## src/hdl/kmp_pkg.sv

```systemverilog
// Shared types and codes for the streaming KMP matcher.
package kmp_pkg;

  localparam int POS_W = 32;

  typedef enum logic [1:0] {
    OP_CLEAR  = 2'd0,
    OP_APPEND = 2'd1,
    OP_TEXT   = 2'd2,
    OP_END    = 2'd3
  } op_e;

  // match_mode register codes; any other value behaves as first-match
  localparam logic [1:0] MODE_ALL      = 2'd0;
  localparam logic [1:0] MODE_DISJOINT = 2'd1;

  // register index taken from the word address
  localparam logic REG_MATCH_MODE = 1'b0;

  typedef enum logic [2:0] {
    ST_IDLE,
    ST_APP_LOAD,
    ST_APP_WALK,
    ST_TXT_WALK,
    ST_TXT_LINK,
    ST_EMIT
  } state_e;

endpackage

```

## src/hdl/kmp_in_if.sv

```systemverilog
// Request channel: pattern edits, text bytes and end-of-text markers.
interface kmp_in_if;
  import kmp_pkg::*;

  logic       valid;
  logic       ready;
  op_e        operation;
  logic [7:0] data_byte;

  modport source (output valid, output operation, output data_byte, input ready);
  modport sink   (input valid, input operation, input data_byte, output ready);
endinterface

```

## src/hdl/kmp_out_if.sv

```systemverilog
// Result channel: match reports and end-of-text summaries.
interface kmp_out_if;
  import kmp_pkg::*;

  logic             valid;
  logic             ready;
  logic             is_summary;
  logic [POS_W-1:0] match_position;
  logic             found;

  modport source (output valid, output is_summary, output match_position, output found,
                  input ready);
  modport sink   (input valid, input is_summary, input match_position, input found,
                  output ready);
endinterface

```

## src/hdl/kmp_ram.sv

```systemverilog
// Generic single-write, single-read RAM with registered read data.
module kmp_ram #(
  parameter int WIDTH  = 8,
  parameter int DEPTH  = 64,
  parameter int ADDR_W = (DEPTH > 1) ? $clog2(DEPTH) : 1
) (
  input  logic              clk_i,
  input  logic              we_i,
  input  logic [ADDR_W-1:0] waddr_i,
  input  logic [WIDTH-1:0]  wdata_i,
  input  logic [ADDR_W-1:0] raddr_i,
  output logic [WIDTH-1:0]  rdata_o
);

  logic [WIDTH-1:0] mem_q [DEPTH];
  logic [WIDTH-1:0] rdata_q;

  always_ff @(posedge clk_i) begin
    if (we_i) begin
      mem_q[waddr_i] <= wdata_i;
    end
    rdata_q <= mem_q[raddr_i];
  end

  assign rdata_o = rdata_q;

endmodule

```

## src/hdl/kmp_stream_matcher.sv

```systemverilog
// Streaming KMP matcher: pattern and failure links in RAM, walked one link per cycle.
// Clear empties the pattern. Append writes the first byte and its link directly, drops
// a byte when the pattern is full, else loads the failure link and walks the links. A text
// byte is only counted when the pattern is empty or the search stopped, else it walks the
// links, reads the full pattern's link after an overlapping match and hands over any result.
// Links are amortized to about two per byte. Async active-low reset clears control
// state; pattern and failure RAMs are not cleared and are only read after being written.
module kmp_stream_matcher #(
  parameter int PATTERN_MAX     = 64,
  parameter int TEXT_INDEX_BITS = 32
) (
  input  logic              clk_i,
  input  logic              rst_ni,
  kmp_in_if.sink            in_i,
  kmp_out_if.source         out_o,
  input  logic              psel,
  input  logic              penable,
  input  logic              pwrite,
  input  logic [2:0]        paddr,
  input  logic [31:0]       pwdata,
  output logic [31:0]       prdata,
  output logic              pready
);
  import kmp_pkg::*;

  localparam int IW   = $clog2(PATTERN_MAX + 1);
  localparam int AW_P = (PATTERN_MAX > 1) ? $clog2(PATTERN_MAX) : 1;
  localparam int CW   = (TEXT_INDEX_BITS > IW) ? TEXT_INDEX_BITS : IW;
  localparam int TB   = TEXT_INDEX_BITS;

  state_e state_q, state_d;

  logic [1:0]    mode_q;
  logic [IW-1:0] len_q, len_d;
  logic [IW-1:0] mi_q, mi_d;
  logic [TB-1:0] tc_q, tc_d;
  logic          found_q, found_d;
  logic          stop_q, stop_d;

  logic [IW-1:0] j_q, j_d;
  logic [7:0]    byte_q, byte_d;
  logic [CW-1:0] start_q, start_d;

  logic             res_sum_q, res_sum_d;
  logic [POS_W-1:0] res_pos_q, res_pos_d;
  logic             res_found_q, res_found_d;

  logic             out_valid_q, out_valid_d;
  logic             out_sum_q, out_sum_d;
  logic [POS_W-1:0] out_pos_q, out_pos_d;
  logic             out_found_q, out_found_d;

  // RAM ports
  logic [IW-1:0] rd_addr;
  logic          pat_we;
  logic [7:0]    pat_rdata;
  logic          fail_we;
  logic [IW-1:0] fail_wdata;
  logic [IW-1:0] fail_rdata;

  logic                in_fire;
  logic                out_free;
  logic                pat_eq;
  logic                walk_end;
  logic [IW-1:0]       j_end;
  logic [IW-1:0]       len_inc;
  logic                is_match;
  logic [CW-1:0]       tc_ext;
  logic [CW-1:0]       lenm1_ext;
  logic [CW-1:0]       start_calc;
  logic [POS_W+CW-1:0] start_wide;
  logic                cfg_we;

  kmp_ram #(.WIDTH(8), .DEPTH(PATTERN_MAX), .ADDR_W(AW_P)) u_pattern_ram (
    .clk_i   (clk_i),
    .we_i    (pat_we),
    .waddr_i (len_q[AW_P-1:0]),
    .wdata_i (in_i.data_byte),
    .raddr_i (rd_addr[AW_P-1:0]),
    .rdata_o (pat_rdata)
  );

  kmp_ram #(.WIDTH(IW), .DEPTH(PATTERN_MAX + 1), .ADDR_W(IW)) u_failure_ram (
    .clk_i   (clk_i),
    .we_i    (fail_we),
    .waddr_i (len_inc),
    .wdata_i (fail_wdata),
    .raddr_i (rd_addr),
    .rdata_o (fail_rdata)
  );

  // Configuration port
  assign pready = 1'b1;
  assign cfg_we = psel && penable && pwrite && (paddr[2] == REG_MATCH_MODE);
  assign prdata = (paddr[2] == REG_MATCH_MODE) ? {30'd0, mode_q} : 32'd0;

  // Shared conditions
  assign in_i.ready = (state_q == ST_IDLE);
  assign in_fire    = in_i.valid && in_i.ready;
  assign out_free   = !out_valid_q || out_o.ready;
  assign pat_eq     = (pat_rdata == byte_q);
  // a mismatch at entry zero falls to the -1 link and ends the walk
  assign walk_end   = pat_eq || (j_q == '0);
  assign j_end      = pat_eq ? (j_q + IW'(1)) : '0;
  assign len_inc    = len_q + IW'(1);
  assign is_match   = (j_end == len_q);

  // start of a match ending at the current byte: pos + 1 - len, floored at zero
  assign tc_ext     = CW'(tc_q);
  assign lenm1_ext  = CW'(len_q - IW'(1));
  assign start_calc = (tc_ext >= lenm1_ext) ? (tc_ext - lenm1_ext) : '0;
  assign start_wide = {{POS_W{1'b0}}, start_q};

  assign out_o.valid          = out_valid_q;
  assign out_o.is_summary     = out_sum_q;
  assign out_o.match_position = out_pos_q;
  assign out_o.found          = out_found_q;

  // Next state
  always_comb begin
    state_d = state_q;
    unique case (state_q)
      ST_IDLE: begin
        if (in_fire) begin
          unique case (in_i.operation)
            OP_CLEAR: state_d = ST_IDLE;
            OP_APPEND: begin
              if (len_q != IW'(PATTERN_MAX) && len_q != '0) begin
                state_d = ST_APP_LOAD;
              end
            end
            OP_TEXT: begin
              if (len_q != '0 && !stop_q) begin
                state_d = ST_TXT_WALK;
              end
            end
            OP_END: state_d = ST_EMIT;
          endcase
        end
      end
      ST_APP_LOAD: state_d = ST_APP_WALK;
      ST_APP_WALK: begin
        if (walk_end) begin
          state_d = ST_IDLE;
        end
      end
      ST_TXT_WALK: begin
        if (walk_end) begin
          if (!is_match) begin
            state_d = ST_IDLE;
          end else if (mode_q == MODE_ALL) begin
            state_d = ST_TXT_LINK;
          end else begin
            state_d = ST_EMIT;
          end
        end
      end
      ST_TXT_LINK: state_d = ST_EMIT;
      ST_EMIT: begin
        if (out_free) begin
          state_d = ST_IDLE;
        end
      end
      default: state_d = ST_IDLE;
    endcase
  end

  // Datapath and memory control
  always_comb begin
    len_d       = len_q;
    mi_d        = mi_q;
    tc_d        = tc_q;
    found_d     = found_q;
    stop_d      = stop_q;
    j_d         = j_q;
    byte_d      = byte_q;
    start_d     = start_q;
    res_sum_d   = res_sum_q;
    res_pos_d   = res_pos_q;
    res_found_d = res_found_q;
    out_sum_d   = out_sum_q;
    out_pos_d   = out_pos_q;
    out_found_d = out_found_q;
    out_valid_d = out_valid_q && !out_o.ready;
    rd_addr     = j_q;
    pat_we      = 1'b0;
    fail_we     = 1'b0;
    fail_wdata  = j_end;

    unique case (state_q)
      ST_IDLE: begin
        if (in_fire) begin
          unique case (in_i.operation)
            OP_CLEAR: begin
              len_d = '0;
              mi_d  = '0;
            end
            OP_APPEND: begin
              rd_addr = len_q;
              byte_d  = in_i.data_byte;
              if (len_q != IW'(PATTERN_MAX)) begin
                pat_we = 1'b1;
                mi_d   = '0;
                // first byte: its link is known without a walk
                if (len_q == '0) begin
                  fail_we    = 1'b1;
                  fail_wdata = '0;
                  len_d      = len_inc;
                end
              end
            end
            OP_TEXT: begin
              rd_addr = mi_q;
              j_d     = mi_q;
              byte_d  = in_i.data_byte;
              start_d = start_calc;
              if (tc_q != {TB{1'b1}}) begin
                tc_d = tc_q + TB'(1);
              end
            end
            OP_END: begin
              res_sum_d   = 1'b1;
              res_pos_d   = '0;
              res_found_d = found_q;
              mi_d        = '0;
              tc_d        = '0;
              found_d     = 1'b0;
              stop_d      = 1'b0;
            end
          endcase
        end
      end
      ST_APP_LOAD: begin
        j_d     = fail_rdata;
        rd_addr = fail_rdata;
      end
      ST_APP_WALK: begin
        if (walk_end) begin
          fail_we = 1'b1;
          len_d   = len_inc;
        end else begin
          j_d     = fail_rdata;
          rd_addr = fail_rdata;
        end
      end
      ST_TXT_WALK: begin
        if (walk_end) begin
          rd_addr = len_q;
          if (is_match) begin
            found_d     = 1'b1;
            res_sum_d   = 1'b0;
            res_pos_d   = start_wide[POS_W-1:0];
            res_found_d = 1'b1;
            mi_d        = '0;
            // modes other than all/disjoint stop after the first report
            if (mode_q != MODE_ALL && mode_q != MODE_DISJOINT) begin
              stop_d = 1'b1;
            end
          end else begin
            mi_d = j_end;
          end
        end else begin
          j_d     = fail_rdata;
          rd_addr = fail_rdata;
        end
      end
      ST_TXT_LINK: begin
        // restart through the link of the full pattern
        mi_d = fail_rdata;
      end
      ST_EMIT: begin
        if (out_free) begin
          out_valid_d = 1'b1;
          out_sum_d   = res_sum_q;
          out_pos_d   = res_pos_q;
          out_found_d = res_found_q;
        end
      end
      default: begin
        rd_addr = j_q;
      end
    endcase
  end

  always_ff @(posedge clk_i or negedge rst_ni) begin
    if (!rst_ni) begin
      state_q     <= ST_IDLE;
      mode_q      <= MODE_ALL;
      len_q       <= '0;
      mi_q        <= '0;
      tc_q        <= '0;
      found_q     <= 1'b0;
      stop_q      <= 1'b0;
      out_valid_q <= 1'b0;
    end else begin
      state_q     <= state_d;
      len_q       <= len_d;
      mi_q        <= mi_d;
      tc_q        <= tc_d;
      found_q     <= found_d;
      stop_q      <= stop_d;
      out_valid_q <= out_valid_d;
      if (cfg_we) begin
        mode_q <= pwdata[1:0];
      end
    end
  end

  always_ff @(posedge clk_i) begin
    j_q         <= j_d;
    byte_q      <= byte_d;
    start_q     <= start_d;
    res_sum_q   <= res_sum_d;
    res_pos_q   <= res_pos_d;
    res_found_q <= res_found_d;
    out_sum_q   <= out_sum_d;
    out_pos_q   <= out_pos_d;
    out_found_q <= out_found_d;
  end

endmodule

```

## src/flat_wrapper.sv

```systemverilog
// flat-port wrapper written by rule: the top's interface ports become plain ports
module kmp_stream_matcher_flat import kmp_pkg::*;
#(
  parameter int PATTERN_MAX     = 64,
  parameter int TEXT_INDEX_BITS = 32
)
  (clk_i, rst_ni, psel, penable, pwrite, paddr, pwdata, prdata, pready, in_i_valid, in_i_operation, in_i_data_byte, in_i_ready, out_o_valid, out_o_is_summary, out_o_match_position, out_o_found, out_o_ready);
  kmp_in_if in_i_i ();
  kmp_out_if out_o_i ();
  input  logic clk_i;
  input  logic rst_ni;
  input  logic psel;
  input  logic penable;
  input  logic pwrite;
  input  logic [2:0] paddr;
  input  logic [31:0] pwdata;
  output logic [31:0] prdata;
  output logic pready;
  input wire logic [$bits(in_i_i.valid)-1:0] in_i_valid;
  input wire logic [$bits(in_i_i.operation)-1:0] in_i_operation;
  input wire logic [$bits(in_i_i.data_byte)-1:0] in_i_data_byte;
  output wire logic [$bits(in_i_i.ready)-1:0] in_i_ready;
  output wire logic [$bits(out_o_i.valid)-1:0] out_o_valid;
  output wire logic [$bits(out_o_i.is_summary)-1:0] out_o_is_summary;
  output wire logic [$bits(out_o_i.match_position)-1:0] out_o_match_position;
  output wire logic [$bits(out_o_i.found)-1:0] out_o_found;
  input wire logic [$bits(out_o_i.ready)-1:0] out_o_ready;
  assign in_i_i.valid = in_i_valid;
  assign in_i_i.operation = in_i_operation;
  assign in_i_i.data_byte = in_i_data_byte;
  assign in_i_ready = in_i_i.ready;
  assign out_o_valid = out_o_i.valid;
  assign out_o_is_summary = out_o_i.is_summary;
  assign out_o_match_position = out_o_i.match_position;
  assign out_o_found = out_o_i.found;
  assign out_o_i.ready = out_o_ready;
  kmp_stream_matcher #(.PATTERN_MAX(PATTERN_MAX), .TEXT_INDEX_BITS(TEXT_INDEX_BITS)) u_core (.clk_i(clk_i), .rst_ni(rst_ni), .in_i(in_i_i), .out_o(out_o_i), .psel(psel), .penable(penable), .pwrite(pwrite), .paddr(paddr), .pwdata(pwdata), .prdata(prdata), .pready(pready));
endmodule
```

## config.mk

```make
export PLATFORM = sky130hd
export DESIGN_NAME = kmp_stream_matcher_flat
export DESIGN_NICKNAME = d
export VERILOG_FILES = /design/src/hdl/kmp_pkg.sv /design/src/hdl/kmp_in_if.sv /design/src/hdl/kmp_out_if.sv /design/src/hdl/kmp_ram.sv /design/src/hdl/kmp_stream_matcher.sv /design/src/flat_wrapper.sv
export SDC_FILE = /design/constraint.sdc
export NUM_CORES = 1
export LEC_CHECK = 0
export BUFFER_PORTS_ARGS = -buffer_cell sky130_fd_sc_hd__buf_2
export CORE_ASPECT_RATIO = 0.5
export CORE_MARGIN = 1.5
export CORE_UTILIZATION = 50
export DETAILED_ROUTE_END_ITERATION = 10
export GPL_ROUTABILITY_DRIVEN = 0
export HOLD_SLACK_MARGIN = 0.02
export PLACE_DENSITY = 0.68
export SLEW_MARGIN = 5
export SYNTH_ARGS = -nofsm -noshare
export SYNTH_HDL_FRONTEND = slang
export SYNTH_SLANG_ARGS = --single-unit
```

## constraint.sdc

```tcl
create_clock -name clk_i -period 15.3 [get_ports clk_i]
set_input_delay 1.53 -clock clk_i [delete_from_list [all_inputs] [get_ports clk_i]]
set_output_delay 1.53 -clock clk_i [all_outputs]
set_load 0.01 [all_outputs]
```

# Yosys cells after proc, flatten, opt, wreduce, memory -nomap -nowiden

Memory sizes are Yosys's and may differ from the RTL's. A register that Yosys moved wholly into a read port is not among the register bits.
Index checks and enable logic that the tools add are counted.

Register bits after elaboration: 169
Memory bits (writable): 967
Word-level logic and storage cells: 169
Memories: 2

$add $sub $neg: 5
$lt $le $gt $ge: 1
Eq/ne operators: 28
Mux-type cells: 77
Bitwise gates (word level): 1
Reduce and logical (&&, ||, !) cells: 38

Memory list:

| name                       | depth | width | read ports | clocked after memory_dff | write ports | RTL line      | source |
|---|---|---|---|---|---|---|---|
| u_core.u_pattern_ram.mem_q | 64    | 8     | 1          | 1                        | 1           | kmp_ram.sv:15 | `logic [WIDTH-1:0] mem_q [DEPTH];` |
| u_core.u_failure_ram.mem_q | 65    | 7     | 1          | 1                        | 1           | kmp_ram.sv:15 |  |

Operator list:

| operator                                                                | number |
|---|---|
| 32-bit two-way mux                                                      | 5 |
| 7-bit two-way mux                                                       | 19 |
| 32-bit one-hot mux with 2 select lines                                  | 2 |
| 7-bit one-hot mux with 2 select lines                                   | 4 |
| 7-bit one-hot mux with 3 select lines                                   | 2 |
| 32-bit by 1-bit adder with 32-bit output, second input constant         | 1 |
| 32-bit greater-or-equal comparator                                      | 1 |
| 32-bit inequality test, second input constant                           | 1 |
| 32-bit subtractor                                                       | 1 |
| 1-bit two-way mux                                                       | 29 |
| 7-bit one-hot mux with 4 select lines                                   | 1 |
| 3-bit two-way mux                                                       | 7 |
| 3-bit inequality test, second input constant                            | 6 |
| 3-bit one-hot mux with 6 select lines                                   | 1 |
| 6-bit AND reduction                                                     | 3 |
| 7-bit by 1-bit adder with 7-bit output, second input constant           | 2 |
| 7-bit zero test                                                         | 2 |
| 2-bit by 1-bit inequality test with 1-bit output, second input constant | 7 |
| 3-bit one-hot mux with 4 select lines                                   | 1 |
| 1-bit one-hot mux with 2 select lines                                   | 5 |
| 5-bit AND reduction                                                     | 2 |
| 3-bit AND reduction                                                     | 3 |
| 8-bit == test                                                           | 1 |
| 1-bit logical AND                                                       | 8 |
| other kinds (21)                                                        | 36 |

# Depth between registers and ports, before layout

Depth in word-level cells: 8
Gate-level depth with buffers: 17
Depth with buffers taken out: 16

# Modules after synthesis

From an unflattened synthesis, not the netlist that was laid out.

Cell total of the unflattened synthesis: 2689
Area total of the unflattened synthesis: 48063.6 µm²

By module, submodules not included:

| module                          | times used | cells an instance | area each (µm²) | sequential area each (µm²) |
|---|---|---|---|---|
| kmp_ram at u_core.u_pattern_ram | 1          | 940               | 20166.8         | 15534.9 |
| kmp_ram at u_core.u_failure_ram | 1          | 811               | 17934.7         | 13803.2 |
| kmp_stream_matcher              | 1          | 938               | 9962.1          | 4804.6 |

# Least setup slack after synthesis

No wires, ideal clock.

Path type: input port to flip-flop
Start point: input in_i_operation[1]
End point: memory u_core.u_failure_ram.mem_q[0][6] (netlist name) (data pin)
Arrival: 4872 ps
Required time: 14612 ps
Setup slack: 9740 ps
Cell stages on the path: 6
Path buffers: 2
Cell sequence: inv_1 -> ha_1 -> clkbuf_1 -> and3_1 -> clkbuf_1 -> nor3_1

Longest elaborated chain between the ends: 4

RTL lines:

| element                                  | RTL line                  | source |
|---|---|---|
| start: declaration                       | flat_wrapper.sv:20        | `input wire logic [$bits(in_i_i.operation)-1:0] in_i_operation;` |
| 2-bit by 1-bit == test with 1-bit output | kmp_stream_matcher.sv:193 | `unique case (in_i.operation)` |
| 7-bit two-way mux                        | kmp_stream_matcher.sv:193 |  |
| 7-bit two-way mux                        | kmp_stream_matcher.sv:192 | `if (in_fire) begin` |
| 7-bit two-way mux                        | kmp_stream_matcher.sv:190 | `unique case (state_q)` |
| named net u_core.fail_wdata[6]           | kmp_stream_matcher.sv:58  | `logic [IW-1:0] fail_wdata;` |
| end: declaration                         | kmp_ram.sv:15             |  |

The timed path passes the listed nets, and every way through them passes these cells.

# Worst setup path in the final report

Start point: register u_core.j_q[0]
End point: register u_core.u_pattern_ram.rdata_q[0] (netlist: u_core.u_pattern_ram.rdata_o[0]), read port of u_core.u_pattern_ram.mem_q

Longest elaborated chain between the ends: 4

RTL lines:

| element                                     | RTL line                  | source |
|---|---|---|
| start: declaration                          | kmp_stream_matcher.sv:40  | `logic [IW-1:0] j_q, j_d;` |
| start signal: assignment                    | kmp_stream_matcher.sv:310 | `j_q <= j_d;` |
| 7-bit zero test                             | kmp_stream_matcher.sv:103 | `assign walk_end = pat_eq \|\| (j_q == '0);` |
| 1-bit logical OR                            | kmp_stream_matcher.sv:103 |  |
| 7-bit two-way mux, on equally long branches | n/a                       |  |
| 7-bit one-hot mux with 4 select lines (*)   | kmp_stream_matcher.sv:190 |  |
| end: declaration                            | kmp_ram.sv:16             | `logic [WIDTH-1:0] rdata_q;` |

Every way passes the cells marked *; elsewhere a longest branch is shown, timed or not.
A chain may end at the register's enable or synchronous reset.

==> impl_results.rst <==
.. list-table::
   :header-rows: 1

   * - Metric
     - Value
   * - Starting density of the core
     - 50.4%
   * - Average cell area after synthesis
     - 12.9 um^2
   * - Overflow after GRT
     - 0
   * - Data arrival, critical path
     - about 7.0 ns
   * - Number of iterations in the first detailed-routing pass
     - 6
   * - Maximum number of pins on one net before global-route repair
     - slightly below 200
   * - Via count
     - between 30,000 and 40,000
   * - CTS sink cnt
     - around 1,200
   * - Combinational family with the most area after synthesis
     - simple AND/OR/NAND/NOR gates
   * - Average via count per standard cell
     - between 6 and 7
   * - Die Wd
     - about 450 um
   * - Placed wire-length estimate after detailed placement
     - roughly 70,000 um
   * - Count of placed standard cells including taps
     - around 5,000
   * - Status
     - finished clean
   * - Share of the clock period used by the worst path
     - 42.1%
   * - Accumulated negative setup slack
     - 0 ns
   * - Global-route wire length before repair
     - 182,000 um
   * - Total number of placement rows
     - 81
   * - Clock insertion delay at the later pin of the skew report
     - roughly 0.7 ns
   * - Clock tree root driver cell
     - sky130_fd_sc_hd__clkbuf_16
   * - # resized after CTS
     - 0
   * - Layout Cells excl Fill
     - 5,169
   * - Worst IR drop on VDD
     - about 0.29 mV
   * - Count of different cell masters after synthesis
     - slightly below 90
   * - Cell area after placement
     - roughly 50,000 um^2
   * - Leakage power summed over all cells
     - about 19 nW
   * - Maximum clock insertion buffer count
     - 3
   * - Post-synth EDFFs
     - 1,082
   * - Mapped cell area
     - between 40,000 and 50,000 um^2
   * - Multiplexer share of the synthesized area
     - less than 1%
   * - Core area
     - just under 100,000 um^2
   * - Simple-gate share of the synthesized area
     - between 10 and 15%
   * - Total detailed-routing wirelength
     - about 120,000 um
   * - Worst max-slew margin expressed relative to the limit
     - 19.4%
   * - Final number of max-transition violations
     - 0
   * - Number of primary I/O pins
     - about 120
   * - Cell area after layout
     - roughly 54,000 um^2
   * - Post-synthesis share of cell area spent on xor and xnor gates
     - under 10%
   * - Wire per inst
     - 23.5 um
   * - GRT Overall Usage
     - approximately a quarter
   * - Fraction of final layout cells with drive strength greater than 1
     - around 7.8%
   * - Power density of the placed cells
     - between 200 and 250 nW/um^2
   * - Setup crit start kind
     - flop
   * - Primary FF master, synth
     - sky130_fd_sc_hd__edfxtp_1
   * - Number of setup buffers added after CTS
     - 0
   * - Worst setup path category
     - reg -> reg
   * - Flop and latch count out of synthesis
     - roughly 1,200
   * - Via count of the first global-routing pass
     - between 20,000 and 30,000
   * - Share of the yosys chip area belonging to registers
     - 69.4%
   * - Post-synthesis async set-or-reset flop share
     - 4.69%
   * - Clock Skews
     - between 0.03 and 0.04 ns
   * - Clock tree from TritonCTS
     - yes
   * - Crit path max fanout
     - 198
   * - Data required time at the worst endpoint
     - approximately 16 ns
   * - Number of buffers added to fix hold violations after cts
     - 0
   * - Max-cap check violation count
     - 0
   * - Compound-gate portion of the synthesized area
     - 11.0%
   * - Area added between synthesis and finish
     - 9.21%
   * - Synth Warn #
     - 0
   * - Worst Max-Slew Pin Slew
     - ~1.2 ns
   * - Worst min-delay path category
     - reg -> reg
   * - Pwr Total
     - 11.6 mW
   * - Total clock buffers created by CTS
     - 101
   * - Clk pin slew, worst setup/hold paths
     - ~0.070 ns
   * - RSZ-0062 raised after global routing
     - no
   * - Initial drt markers
     - 3,858
   * - CTS H-tree lvls
     - 3
   * - Post-Syn Instances
     - around 3,800
   * - Peak clock frequency supported by timing
     - 155 MHz
   * - Hold Violations, Final
     - 0
   * - Antenna Cells
     - 0
   * - Drt drc
     - 0
   * - Critical path capture point type
     - flop
   * - Die footprint
     - roughly 100,000 um^2
   * - Die height
     - between 200 and 250 um
   * - Final critical path time including I/O delays and setup
     - around 6.4 ns
   * - Number of nets in the layout
     - a little under 4,000
   * - Post-synthesis share of cell area spent on full adders, half adders and majority gates
     - between 1 and 1.5%
   * - Antenna violations before repair
     - 1
   * - Routed Antenna Nets
     - 0
   * - Number of buffers inserted by port buffering
     - 57
   * - Final Setup Violations
     - 0
## worst max-delay path, stage by stage, from the launching register on
cell and delay [ns]:
sky130_fd_sc_hd__edfxtp_1 0.56, sky130_fd_sc_hd__inv_1 0.13, sky130_fd_sc_hd__ha_1 0.21, sky130_fd_sc_hd__or4b_4 0.21, sky130_fd_sc_hd__nor3_4 0.06, sky130_fd_sc_hd__a21oi_2 0.89, sky130_fd_sc_hd__o31ai_2 0.35, sky130_fd_sc_hd__a2bb2oi_4 0.83
sky130_fd_sc_hd__buf_4 0.64, sky130_fd_sc_hd__buf_12 0.57, sky130_fd_sc_hd__a211oi_1 0.09, sky130_fd_sc_hd__a31o_1 0.24, sky130_fd_sc_hd__a22o_1 0.28, sky130_fd_sc_hd__or4_1 0.57, sky130_fd_sc_hd__a2111oi_1 0.34
## metrics by stage
step	hold slack, ns	utilization, %	setup slack (ns)
final	0.415	55.0	8.86
after global routing	0.419	55.0	8.64
after CTS	0.413	55.0	9.00
after detailed placement	0.405	51.7	8.47
after global placement	0.401	51.7	8.58
after floorplan	0.400	-	9.74
## routing by layer
layer	wire length, um	part of all wire [%]	GRT usage [%]
met1	52300	43	34.6
met2	55500	46	36.8
met3	10600	8.7	4.57
met4	3090	2.5	6.93
met5	0	0	0
## synthesized netlist by cell type (29+ instances only)
cell | n | area share [%]
sky130_fd_sc_hd__nand2_1 | 665 | 5.1
sky130_fd_sc_hd__clkbuf_1 | 136 | 1.0
sky130_fd_sc_hd__dfrtp_1 | 54 | 2.7
sky130_fd_sc_hd__nand3_1 | 122 | 1.2
sky130_fd_sc_hd__xnor2_1 | 37 | 0.66
sky130_fd_sc_hd__nor2_1 | 237 | 1.8
sky130_fd_sc_hd__a31oi_1 | 103 | 1.3
sky130_fd_sc_hd__buf_4 | 41 | 0.63
sky130_fd_sc_hd__a311o_1 | 41 | 0.83
sky130_fd_sc_hd__buf_2 | 82 | 0.83
sky130_fd_sc_hd__edfxtp_1 | 1082 | 66
sky130_fd_sc_hd__inv_1 | 29 | 0.22
sky130_fd_sc_hd__a311oi_1 | 34 | 0.61
sky130_fd_sc_hd__o21ai_0 | 66 | 0.67
sky130_fd_sc_hd__ha_1 | 43 | 1.1
sky130_fd_sc_hd__a211oi_1 | 194 | 3.0
sky130_fd_sc_hd__xor2_1 | 40 | 0.71
sky130_fd_sc_hd__and3_1 | 282 | 3.6
sky130_fd_sc_hd__a21oi_1 | 90 | 0.92
## cell families after synthesis
family | count (synthesis)
AO/OA/AOI/OAI | 744
XOR/XNOR | 77
adder cells (fa/ha/maj) | 44
buffers and inverters | 315
flip-flops | 1151
multiplexers | 20
other | 2
AND/OR/NAND/NOR | 1451
## final timing paths
check | from | to | slack (ns) | depth (start not counted)
max | u_core.j_q[0] | u_core.u_pattern_ram.rdata_o[0] | 8.86 | 14
max in group asynchronous | rst_ni | u_core.tc_ext[5] | 13.83 | 2
min | u_core.res_pos_q[13] | u_core.out_o.match_position[13] | 0.41 | 0
min in group asynchronous | rst_ni | u_core.mi_q[6] | 0.96 | 2
min reg2reg | u_core.res_pos_q[13] | u_core.out_o.match_position[13] | 0.41 | 0
max reg2reg | u_core.j_q[0] | u_core.u_pattern_ram.rdata_o[0] | 8.86 | 14
## layout by cell type, fill, tap and decap left out, types with 37 or more instances in the layout
master / count
sky130_fd_sc_hd__xnor2_1: 37
sky130_fd_sc_hd__clkbuf_16: 101
sky130_fd_sc_hd__a211oi_1: 194
sky130_fd_sc_hd__dfrtp_1: 54
sky130_fd_sc_hd__a31oi_1: 103
sky130_fd_sc_hd__edfxtp_1: 1082
sky130_fd_sc_hd__ha_1: 43
sky130_fd_sc_hd__nand2_1: 664
sky130_fd_sc_hd__xor2_1: 40
sky130_fd_sc_hd__buf_4: 44
sky130_fd_sc_hd__o21ai_0: 66
sky130_fd_sc_hd__buf_2: 57
sky130_fd_sc_hd__a311o_1: 41
sky130_fd_sc_hd__nor2_1: 236
sky130_fd_sc_hd__nand3_1: 122
sky130_fd_sc_hd__a21oi_1: 90
sky130_fd_sc_hd__and3_1: 281
## area by class of cell
type / count / area (um^2)
Fill cell: 7755 / 43900
Sequential cell: 1151 / 34100
Multi-Input combinational cell: 2367 / 13900
Clock buffer: 116 / 2590
Tap cell: 1328 / 1660
Timing Repair Buffer: 105 / 696
Clock inverter: 70 / 647
Inverter: 32 / 120
## state kept, by name, indices dropped and copies added, names as in the netlist, 8 cells and up
| register | cells |
|---|---|
| u_core.u_pattern_ram.rdata_o | 8 |
| u_core.byte_q | 8 |
| u_core.res_pos_q | 32 |
| u_core.start_q | 32 |
| u_core.tc_ext | 32 |
| u_core.out_o.match_position | 32 |
| u_core.u_failure_ram.mem_q | 455 |
| u_core.u_pattern_ram.mem_q | 512 |
## power by group
group	internal, mW	total [mW]	switching (mW)
Clock	1.39	2.55	1.16
Combinational	1.67	5.39	3.72
Sequential	3.57	3.69	0.116
Total	6.63	11.6	4.99
Note: power is estimated with default switching activity, not from simulation.
